`src/sorted_priority_queue_unit_assert.svh`:
```
// assertion macros for the sorted priority queue unit
`ifndef SORTED_PRIORITY_QUEUE_UNIT_ASSERT_SVH
`define SORTED_PRIORITY_QUEUE_UNIT_ASSERT_SVH

// same-cycle implication, sampled on clk, off during rst
`define SPQ_ASSERT_NOW(lbl, ante, cons, msg) \
  lbl: assert property (@(posedge clk) disable iff (rst) (ante) |-> (cons)) else $error(msg);

// next-cycle implication, sampled on clk, off during rst
`define SPQ_ASSERT_NEXT(lbl, ante, cons, msg) \
  lbl: assert property (@(posedge clk) disable iff (rst) (ante) |=> (cons)) else $error(msg);

`endif

```
`src/spq_pkg.sv`:
```
// shared types and constants of the sorted priority queue
`default_nettype none
package spq_pkg;

  localparam int DEPTH   = 16;
  localparam int IDX_W   = $clog2(DEPTH);
  localparam int CNT_W   = $clog2(DEPTH + 1);
  localparam int DATA_W  = 32;
  localparam int COUNT_OUT_W = 5;

  localparam logic [1:0] ACT_QUERY = 2'd0;
  localparam logic [1:0] ACT_PUSH  = 2'd1;
  localparam logic [1:0] ACT_POP   = 2'd2;

  localparam logic [1:0] ST_DONE  = 2'd0;
  localparam logic [1:0] ST_FULL  = 2'd1;
  localparam logic [1:0] ST_EMPTY = 2'd2;

  typedef struct packed {
    logic [DATA_W-1:0] value;
    logic [DATA_W-1:0] prio;
  } entry_t;

  typedef struct packed {
    logic             we;
    logic [IDX_W-1:0] waddr;
    entry_t           wdata;
    logic [IDX_W-1:0] raddr;
  } ram_req_t;

  typedef struct packed {
    logic                   head_valid;
    logic [DATA_W-1:0]      head_value;
    logic [DATA_W-1:0]      head_priority;
    logic [COUNT_OUT_W-1:0] entry_count;
    logic [1:0]             status;
  } result_t;

endpackage
`default_nettype wire

```
`src/spq_ram.sv`:
```
// entry store: one write port, one registered read port
`default_nettype none
module spq_ram (
  input  wire logic              clk,
  input  wire spq_pkg::ram_req_t req,
  output spq_pkg::entry_t        rd_data
);
  import spq_pkg::*;

  entry_t mem [DEPTH];

  always_ff @(posedge clk) begin
    if (req.we) begin
      mem[req.waddr] <= req.wdata;
    end
    rd_data <= mem[req.raddr];
  end

endmodule
`default_nettype wire

```
`src/spq_ctrl.sv`:
```
// sequencer: insertion shift, pop shift and head fetch over the entry store
`default_nettype none
module spq_ctrl (
  input  wire logic                        clk,
  input  wire logic                        rst,
  input  wire logic                        in_accept,
  input  wire logic [1:0]                  action,
  input  wire logic signed [spq_pkg::DATA_W-1:0] item_value,
  input  wire logic signed [spq_pkg::DATA_W-1:0] item_priority,
  input  wire spq_pkg::entry_t             rd_data,
  input  wire logic                        out_free,
  output spq_pkg::ram_req_t                ram_req,
  output logic                             idle,
  output logic                             res_load,
  output spq_pkg::result_t                 res
);
  import spq_pkg::*;

  localparam logic [2:0] S_IDLE  = 3'd0;
  localparam logic [2:0] S_RD    = 3'd1;
  localparam logic [2:0] S_CMP   = 3'd2;
  localparam logic [2:0] S_PLACE = 3'd3;
  localparam logic [2:0] S_PRD   = 3'd4;
  localparam logic [2:0] S_PWR   = 3'd5;
  localparam logic [2:0] S_HEAD  = 3'd6;
  localparam logic [2:0] S_LOAD  = 3'd7;

  logic [2:0]       state, state_next;
  logic [CNT_W-1:0] count, count_next;
  logic [CNT_W-1:0] k, k_next;
  logic [1:0]       status, status_next;
  entry_t           new_entry;

  logic [CNT_W-1:0] k_dec, k_inc, k_inc2;
  logic             higher;

  assign k_dec  = k - CNT_W'(1);
  assign k_inc  = k + CNT_W'(1);
  assign k_inc2 = k + CNT_W'(2);
  // shared comparator: stored entry outranks the new one
  assign higher = $signed(rd_data.prio) > $signed(new_entry.prio);

  assign idle = (state == S_IDLE);

  always_comb begin
    state_next  = state;
    count_next  = count;
    k_next      = k;
    status_next = status;
    ram_req     = '0;
    res_load    = 1'b0;
    unique case (state)
      S_IDLE: begin
        if (in_accept) begin
          status_next = ST_DONE;
          state_next  = S_HEAD;
          unique case (action)
            ACT_PUSH: begin
              if (count == CNT_W'(DEPTH)) begin
                status_next = ST_FULL;
              end else begin
                k_next     = count;
                state_next = (count == '0) ? S_PLACE : S_RD;
              end
            end
            ACT_POP: begin
              if (count == '0) begin
                status_next = ST_EMPTY;
              end else if (count == CNT_W'(1)) begin
                count_next = '0;
              end else begin
                k_next     = '0;
                state_next = S_PRD;
              end
            end
            default: begin
              state_next = S_HEAD;
            end
          endcase
        end
      end
      S_RD: begin
        ram_req.raddr = k_dec[IDX_W-1:0];
        state_next    = S_CMP;
      end
      S_CMP: begin
        ram_req.we    = 1'b1;
        ram_req.waddr = k[IDX_W-1:0];
        if (higher) begin
          ram_req.wdata = new_entry;
          count_next    = count + CNT_W'(1);
          state_next    = S_HEAD;
        end else begin
          ram_req.wdata = rd_data;
          k_next        = k_dec;
          state_next    = (k == CNT_W'(1)) ? S_PLACE : S_RD;
        end
      end
      S_PLACE: begin
        ram_req.we    = 1'b1;
        ram_req.waddr = '0;
        ram_req.wdata = new_entry;
        count_next    = count + CNT_W'(1);
        state_next    = S_HEAD;
      end
      S_PRD: begin
        ram_req.raddr = k_inc[IDX_W-1:0];
        state_next    = S_PWR;
      end
      S_PWR: begin
        ram_req.we    = 1'b1;
        ram_req.waddr = k[IDX_W-1:0];
        ram_req.wdata = rd_data;
        k_next        = k_inc;
        if (k_inc2 == count) begin
          count_next = count - CNT_W'(1);
          state_next = S_HEAD;
        end else begin
          state_next = S_PRD;
        end
      end
      S_HEAD: begin
        state_next = S_LOAD;
      end
      S_LOAD: begin
        // raddr stays at zero so the head word holds while waiting
        res_load = out_free;
        if (out_free) begin
          state_next = S_IDLE;
        end
      end
      default: begin
        state_next = S_IDLE;
      end
    endcase
  end

  always_comb begin
    res.head_valid    = (count != '0);
    res.head_value    = (count != '0) ? rd_data.value : '0;
    res.head_priority = (count != '0) ? rd_data.prio : '0;
    res.entry_count   = COUNT_OUT_W'(count);
    res.status        = status;
  end

  always_ff @(posedge clk) begin
    if (rst) begin
      state  <= S_IDLE;
      count  <= '0;
      k      <= '0;
      status <= ST_DONE;
    end else begin
      state  <= state_next;
      count  <= count_next;
      k      <= k_next;
      status <= status_next;
    end
  end

  always_ff @(posedge clk) begin
    if (in_accept) begin
      new_entry.value <= item_value;
      new_entry.prio  <= item_priority;
    end
  end

endmodule
`default_nettype wire

```
`src/sorted_priority_queue_unit.sv`:
```
// top level of the sorted priority queue unit
// usage:
//   input channel (in_valid / in_stall) carries one request beat: action
//   (query, push, pop), item_value and item_priority. a push inserts the pair
//   ahead of every stored entry of lower or equal priority, so equal
//   priorities leave last-in-first-out. a pop drops the head.
//   output channel (out_valid / out_stall) carries one result beat per
//   request: head flag, head value and priority, entry count and status
//   (done, push dropped because full, pop on empty ignored).
// sequencing:
//   one request at a time; in_stall is high while the sequencer works.
//   each entry moved takes one store read and one store write. a query,
//   a rejected request or a pop of the last entry goes straight to the
//   head fetch; a pop shifts each remaining entry one place toward the
//   head; a push shifts entries one place toward the tail until a compare
//   stops it or it lands at the head. the next request can be taken in the
//   cycle after the result loads, even while it still waits on out_stall.
// reset: rst (synchronous) empties the queue and clears out_valid; the entry
//   store itself is not cleared, only live positions are ever used.
// stall: a held result stays stable; the sequencer waits in its last step
//   until the result register is free.
`default_nettype none
`include "sorted_priority_queue_unit_assert.svh"
module sorted_priority_queue_unit (
  input  wire logic                                 clk,
  input  wire logic                                 rst,
  input  wire logic                                 in_valid,
  output logic                                      in_stall,
  input  wire logic [1:0]                           action,
  input  wire logic signed [spq_pkg::DATA_W-1:0]    item_value,
  input  wire logic signed [spq_pkg::DATA_W-1:0]    item_priority,
  output logic                                      out_valid,
  input  wire logic                                 out_stall,
  output logic                                      head_valid,
  output logic signed [spq_pkg::DATA_W-1:0]         head_value,
  output logic signed [spq_pkg::DATA_W-1:0]         head_priority,
  output logic [spq_pkg::COUNT_OUT_W-1:0]           entry_count,
  output logic [1:0]                                status
);
  import spq_pkg::*;

  logic     in_accept;
  logic     idle;
  logic     res_load;
  logic     out_free;
  ram_req_t ram_req;
  entry_t   rd_data;
  result_t  res;

  // requests are taken only while the sequencer sits idle
  assign in_stall  = !idle;
  assign in_accept = in_valid && !in_stall;
  // result register can take a new beat when empty or draining this cycle
  assign out_free  = !out_valid || !out_stall;

  spq_ram u_ram (
    .clk     (clk),
    .req     (ram_req),
    .rd_data (rd_data)
  );

  spq_ctrl u_ctrl (
    .clk           (clk),
    .rst           (rst),
    .in_accept     (in_accept),
    .action        (action),
    .item_value    (item_value),
    .item_priority (item_priority),
    .rd_data       (rd_data),
    .out_free      (out_free),
    .ram_req       (ram_req),
    .idle          (idle),
    .res_load      (res_load),
    .res           (res)
  );

  // output register
  always_ff @(posedge clk) begin
    if (rst) begin
      out_valid <= 1'b0;
    end else if (res_load) begin
      out_valid <= 1'b1;
    end else if (!out_stall) begin
      out_valid <= 1'b0;
    end
  end

  always_ff @(posedge clk) begin
    if (res_load) begin
      head_valid    <= res.head_valid;
      head_value    <= res.head_value;
      head_priority <= res.head_priority;
      entry_count   <= res.entry_count;
      status        <= res.status;
    end
  end

  // a new result never overwrites one that is still held
  `SPQ_ASSERT_NOW(a_load_when_free, res_load, out_free, "result overwritten while stalled")
  // an accepted request makes the block busy on the next cycle
  `SPQ_ASSERT_NEXT(a_busy_after_accept, in_accept, in_stall, "accepted request left block idle")
  // head flag agrees with the count, count never exceeds the depth
  `SPQ_ASSERT_NOW(a_head_matches_count, res_load,
    (res.head_valid == (res.entry_count != '0)) &&
    (res.entry_count <= COUNT_OUT_W'(DEPTH)), "head flag or count inconsistent")
  // a dropped push only happens on a full queue
  `SPQ_ASSERT_NOW(a_full_drop, res_load && (res.status == ST_FULL),
    res.entry_count == COUNT_OUT_W'(DEPTH), "push dropped while not full")

endmodule
`default_nettype wire

```
`config.mk`:
```
export PLATFORM = sky130hd
export DESIGN_NAME = sorted_priority_queue_unit
export DESIGN_NICKNAME = d
export VERILOG_FILES = /design/src/spq_pkg.sv /design/src/spq_ram.sv /design/src/spq_ctrl.sv /design/src/sorted_priority_queue_unit.sv
export VERILOG_INCLUDE_DIRS = /design/src /design/src/src
export SDC_FILE = /design/constraint.sdc
export NUM_CORES = 1
export LEC_CHECK = 0
export ABC_AREA = 1
export BUFFER_PORTS_ARGS = -buffer_cell sky130_fd_sc_hd__buf_2
export CAP_MARGIN = 15
export CORE_ASPECT_RATIO = 0.8
export CORE_MARGIN = 3
export CORE_UTILIZATION = 60
export CTS_BUF_LIST = sky130_fd_sc_hd__clkbuf_16
export DETAILED_ROUTE_END_ITERATION = 6
export PLACE_DENSITY = 0.77
export SYNTH_ARGS = -nofsm -noshare
export SYNTH_HDL_FRONTEND = slang
export SYNTH_HIERARCHICAL = 1
export SYNTH_SLANG_ARGS = --single-unit
```
`constraint.sdc`:
```
create_clock -name clk -period 10.8 [get_ports clk]
set_input_delay 3.24 -clock clk [delete_from_list [all_inputs] [get_ports clk]]
set_output_delay 3.24 -clock clk [all_outputs]
set_load 0.03 [all_outputs]
```
==> flow_metrics.py <==
metrics = {
    "synth": {
        "mappedNetlistArea_um2": 53100,
        "postSynthCellCount": 5067,
        "synth_edf_count": 1160,
        "synth_largest_area_cell": "edfxtp_1",
        "ys.flop_type": "edfxtp_1",
        "ys_warn_count": 6,
        "synth_most_common_cell": "nand2_1",
        "synth_nets": 5181,
        "synth_seq_cells": 1240,
        "post-synth-top-area-fraction": 0.655,
        "synth_area_leaders": "edfxtp_1 66%, nand2_1 12%, nand3_1 7.4%",
        "synth_common_cells": "1685 x nand2_1, 1160 x edfxtp_1, 907 x inv_1",
        "ys_seq_area_frac": 0.686,
        "ys_async_sr_fraction": 0,
        "syn_avg_cell_area_um2": 10.5,
        "synth.distinct_cells": 44,
    },
    "clocking": {
        "h-tree-depth": 3,
        "cts_num_sinks": 1240,
        "root_buffer": "clkbuf_16",
        "clkTransAtPathRegs_ns": 0.06,
        "postCtsSetupBuffers": 0,
        "clk_latency_ns": 0.69,
        "cts.repair.resized": 0,
        "holdBufCountCts": 0,
        "cts.path.max_buffers": 3,
        "cts_inserted_buffers": 118,
        "tritoncts": "built",
    },
    "die": {
        "start_util": 0.613,
        "die_w_um": 339,
        "core_area_um2": 86700,
        "fp.dieH_um": 272,
        "rows": 96,
        "dieArea_um2": 92200,
        "ios": 144,
    },
    "worst_hold_path": {
        "hold_path_depth": 0,
        "whs_endpoint": "status[1]$_DFFE_PP_",
        "hold_class": "flop to flop",
        "min_from": "u_ctrl/status[1]$_SDFFE_PP0P_",
    },
    "power_and_ir_drop": {
        "p_leak_uw": 0.0256,
        "powerDensity_nw_per_um2": 291,
        "ir_drop_mv": 0.412,
    },
    "grt": {
        "grt_usage": 0.275,
        "grt_max_degree": 262,
        "antenna_found_initial": 1,
        "gr-total-overflow": 0,
        "grt_pass1_wl_um": 196000,
        "grt_pass1_vias": 33900,
    },
    "worst_setup_path": {
        "critPathMaxStageDelay_ns": 0.66,
        "crit_top_cell": "nand2_1",
        "cp.arrival_ns": 5.76,
        "path_class": "primary input to flop",
        "cp.required_ns": 11.42,
        "crit_family": "buffers and inverters",
        "ff2ff_path_depth": 10,
        "crit_buf_inv": 4,
        "r2r_setup_slack_ns": 6.44,
        "crit_path_end_kind": "flop",
        "r2r-end": "u_ram/rd_data[56]$_DFF_P_",
        "cp.depth": 12,
        "rr_startpoint": "u_ctrl/k[0]$_SDFFE_PP0P_",
        "path_cells": "buf_2 -> nand2_1 -> clkinv_2 -> buf_4 -> inv_1 -> nor2_1 -> nand3_1 -> a32oi_4 -> nand2_2 -> nand2_1 -> nand2_1 -> nor2_1",
        "cp-start-kind": "primary input",
        "cp_slowest_cell": "buf_4",
        "cp_max_fo": 37,
    },
    "routing": {
        "dr.first_iter.drc_count": 4184,
        "ant_nets": 0,
        "drc": 0,
        "wl_met2_um": 61000,
        "wl_met1_um": 50100,
        "first_pass_iters": 6,
        "wl_per_cell_um": 20.0,
        "viasPerCell": 5.54,
        "vias": 35600,
        "top_layer": "met5",
        "routed_wl_um": 128000,
        "route.met3.wl_um": 13600,
    },
    "timing": {
        "worst_slack_ns": 5.66,
        "max_freq_mhz": 195,
        "tightest_slew_ns": 1.20,
        "rsz0062_at_grt": "no",
        "slew_viol_final": 0,
        "period_needed_ns": 5.14,
        "timing.final.crit_share": 0.476,
        "slew_headroom": 0.201,
        "hold_violations": 0,
        "clock_skew_ns": 0.0269,
        "tns_ns": 0,
        "setup_violations": 0,
    },
    "placed_design": {
        "dpl.hpwl_um": 64700,
        "dp_slack_ns": 5.00,
        "gp_congestion": 0.843,
        "io_buffers": 143,
    },
    "cells_and_area": {
        "layout.nets": 5264,
        "fin_util": 0.672,
        "area_growth_pct": 9.61,
        "drive_above_1_share": 0.0796,
        "num-fill-cells": 6187,
        "diodes": 0,
    },
    "flow_run": {
        "drv_cap": 0,
    },
    "status": {
        "status": "completed",
    },
}
==> state kept, by name, indices dropped and copies added (netlist names) <==
name	cells
head_valid	1
u_ctrl/status	2
u_ram/mem	1024
u_ctrl/state	3
status	2
head_value	32
u_ram/rd_data	64
u_ctrl/new_entry	64
head_priority	32
u_ctrl/k	5
u_ctrl/count	5
out_valid	1
entry_count	5
==> through the flow <==
| step | std cells | hold WS (ns) | power [uW] | cell area (um2) |
|---|---|---|---|---|
| floorplan | 5067 | 0.403 | 11300 | 53100 |
| global route | 6429 | 0.481 | 17900 | 58300 |
| detailed placement | 6205 | 0.463 | 12900 | 54400 |
| finish | 6429 | 0.465 | 17000 | 58300 |
| global placement | 6205 | 0.465 | 12700 | 54400 |
| CTS | 6428 | 0.478 | 16900 | 58200 |
==> cell type report <==
class | instances | area [um2] | share of cell area
well taps | 1176 | 1470 | 0.0253
flip-flops and latches | 1240 | 36400 | 0.625
multi-input cells | 2677 | 11900 | 0.205
clock buffers | 123 | 3080 | 0.0528
inverters | 914 | 3460 | 0.0595
repair buffers | 199 | 1160 | 0.0199
clock inverters | 100 | 726 | 0.0125
==> cells in the final DEF (no fill, tap or decap), types with 4 or more instances in the layout <==
cell type      n
a21oi_1       30
nand3_1      787
dfxtp_1       80
clkbuf_16    123
buf_4         54
nand3b_1       4
buf_2        143
nor2_1        45
inv_1        932
ha_1          44
o21ai_0        8
clkinv_1      24
bufinv_16     10
clkinv_2      33
o22ai_1        5
xnor2_1        5
xor2_1         7
nand2_1     1685
nor2_4        18
edfxtp_1    1160
inv_2          4
clkinvlp_4     4
==> where the power goes <==
part / internal, uW / leakage, uW / total, uW / switching (uW)
registers: 6340 / 0.0114 / 6560 / 219
clock network: 2290 / 0.00199 / 4030 / 1740
logic: 1640 / 0.0122 / 6380 / 4740
==> layer usage <==
layer	up-vias	track usage
li1	16500	-
met5	-	0
met4	2	0.0907
met1	16900	0.376
met2	1980	0.455
met3	295	0.0476
==> logic make-up (layout without fill, tap and decap cells) <==
logic type / count (synthesis) / after routing / share of synthesized area
flops: 1240 / 1240 / 0.686
simple gates: 2558 / 2558 / 0.201
fa+ha+maj: 44 / 44 / 0.0104
xor+xnor: 12 / 12 / 0.00198
compound gates: 63 / 63 / 0.00732
buf+inv: 1150 / 1336 / 0.0934
==> worst max path at each step <==
stage | start | end | slack (ns)
after floorplan | out_stall | out_valid$_SDFFE_PP0P_ | 1.85
after global placement | in_valid | u_ctrl/count[0]$_SDFFE_PP0P_ | 5.01
after detailed placement | in_valid | u_ctrl/count[0]$_SDFFE_PP0P_ | 5.00
after CTS | in_valid | u_ctrl/count[0]$_SDFFE_PP0P_ | 5.72
after global routing | in_valid | u_ctrl/count[0]$_SDFFE_PP0P_ | 5.49
final | in_valid | u_ctrl/count[0]$_SDFFE_PP0P_ | 5.66
Power figures use the tool's default switching activity.
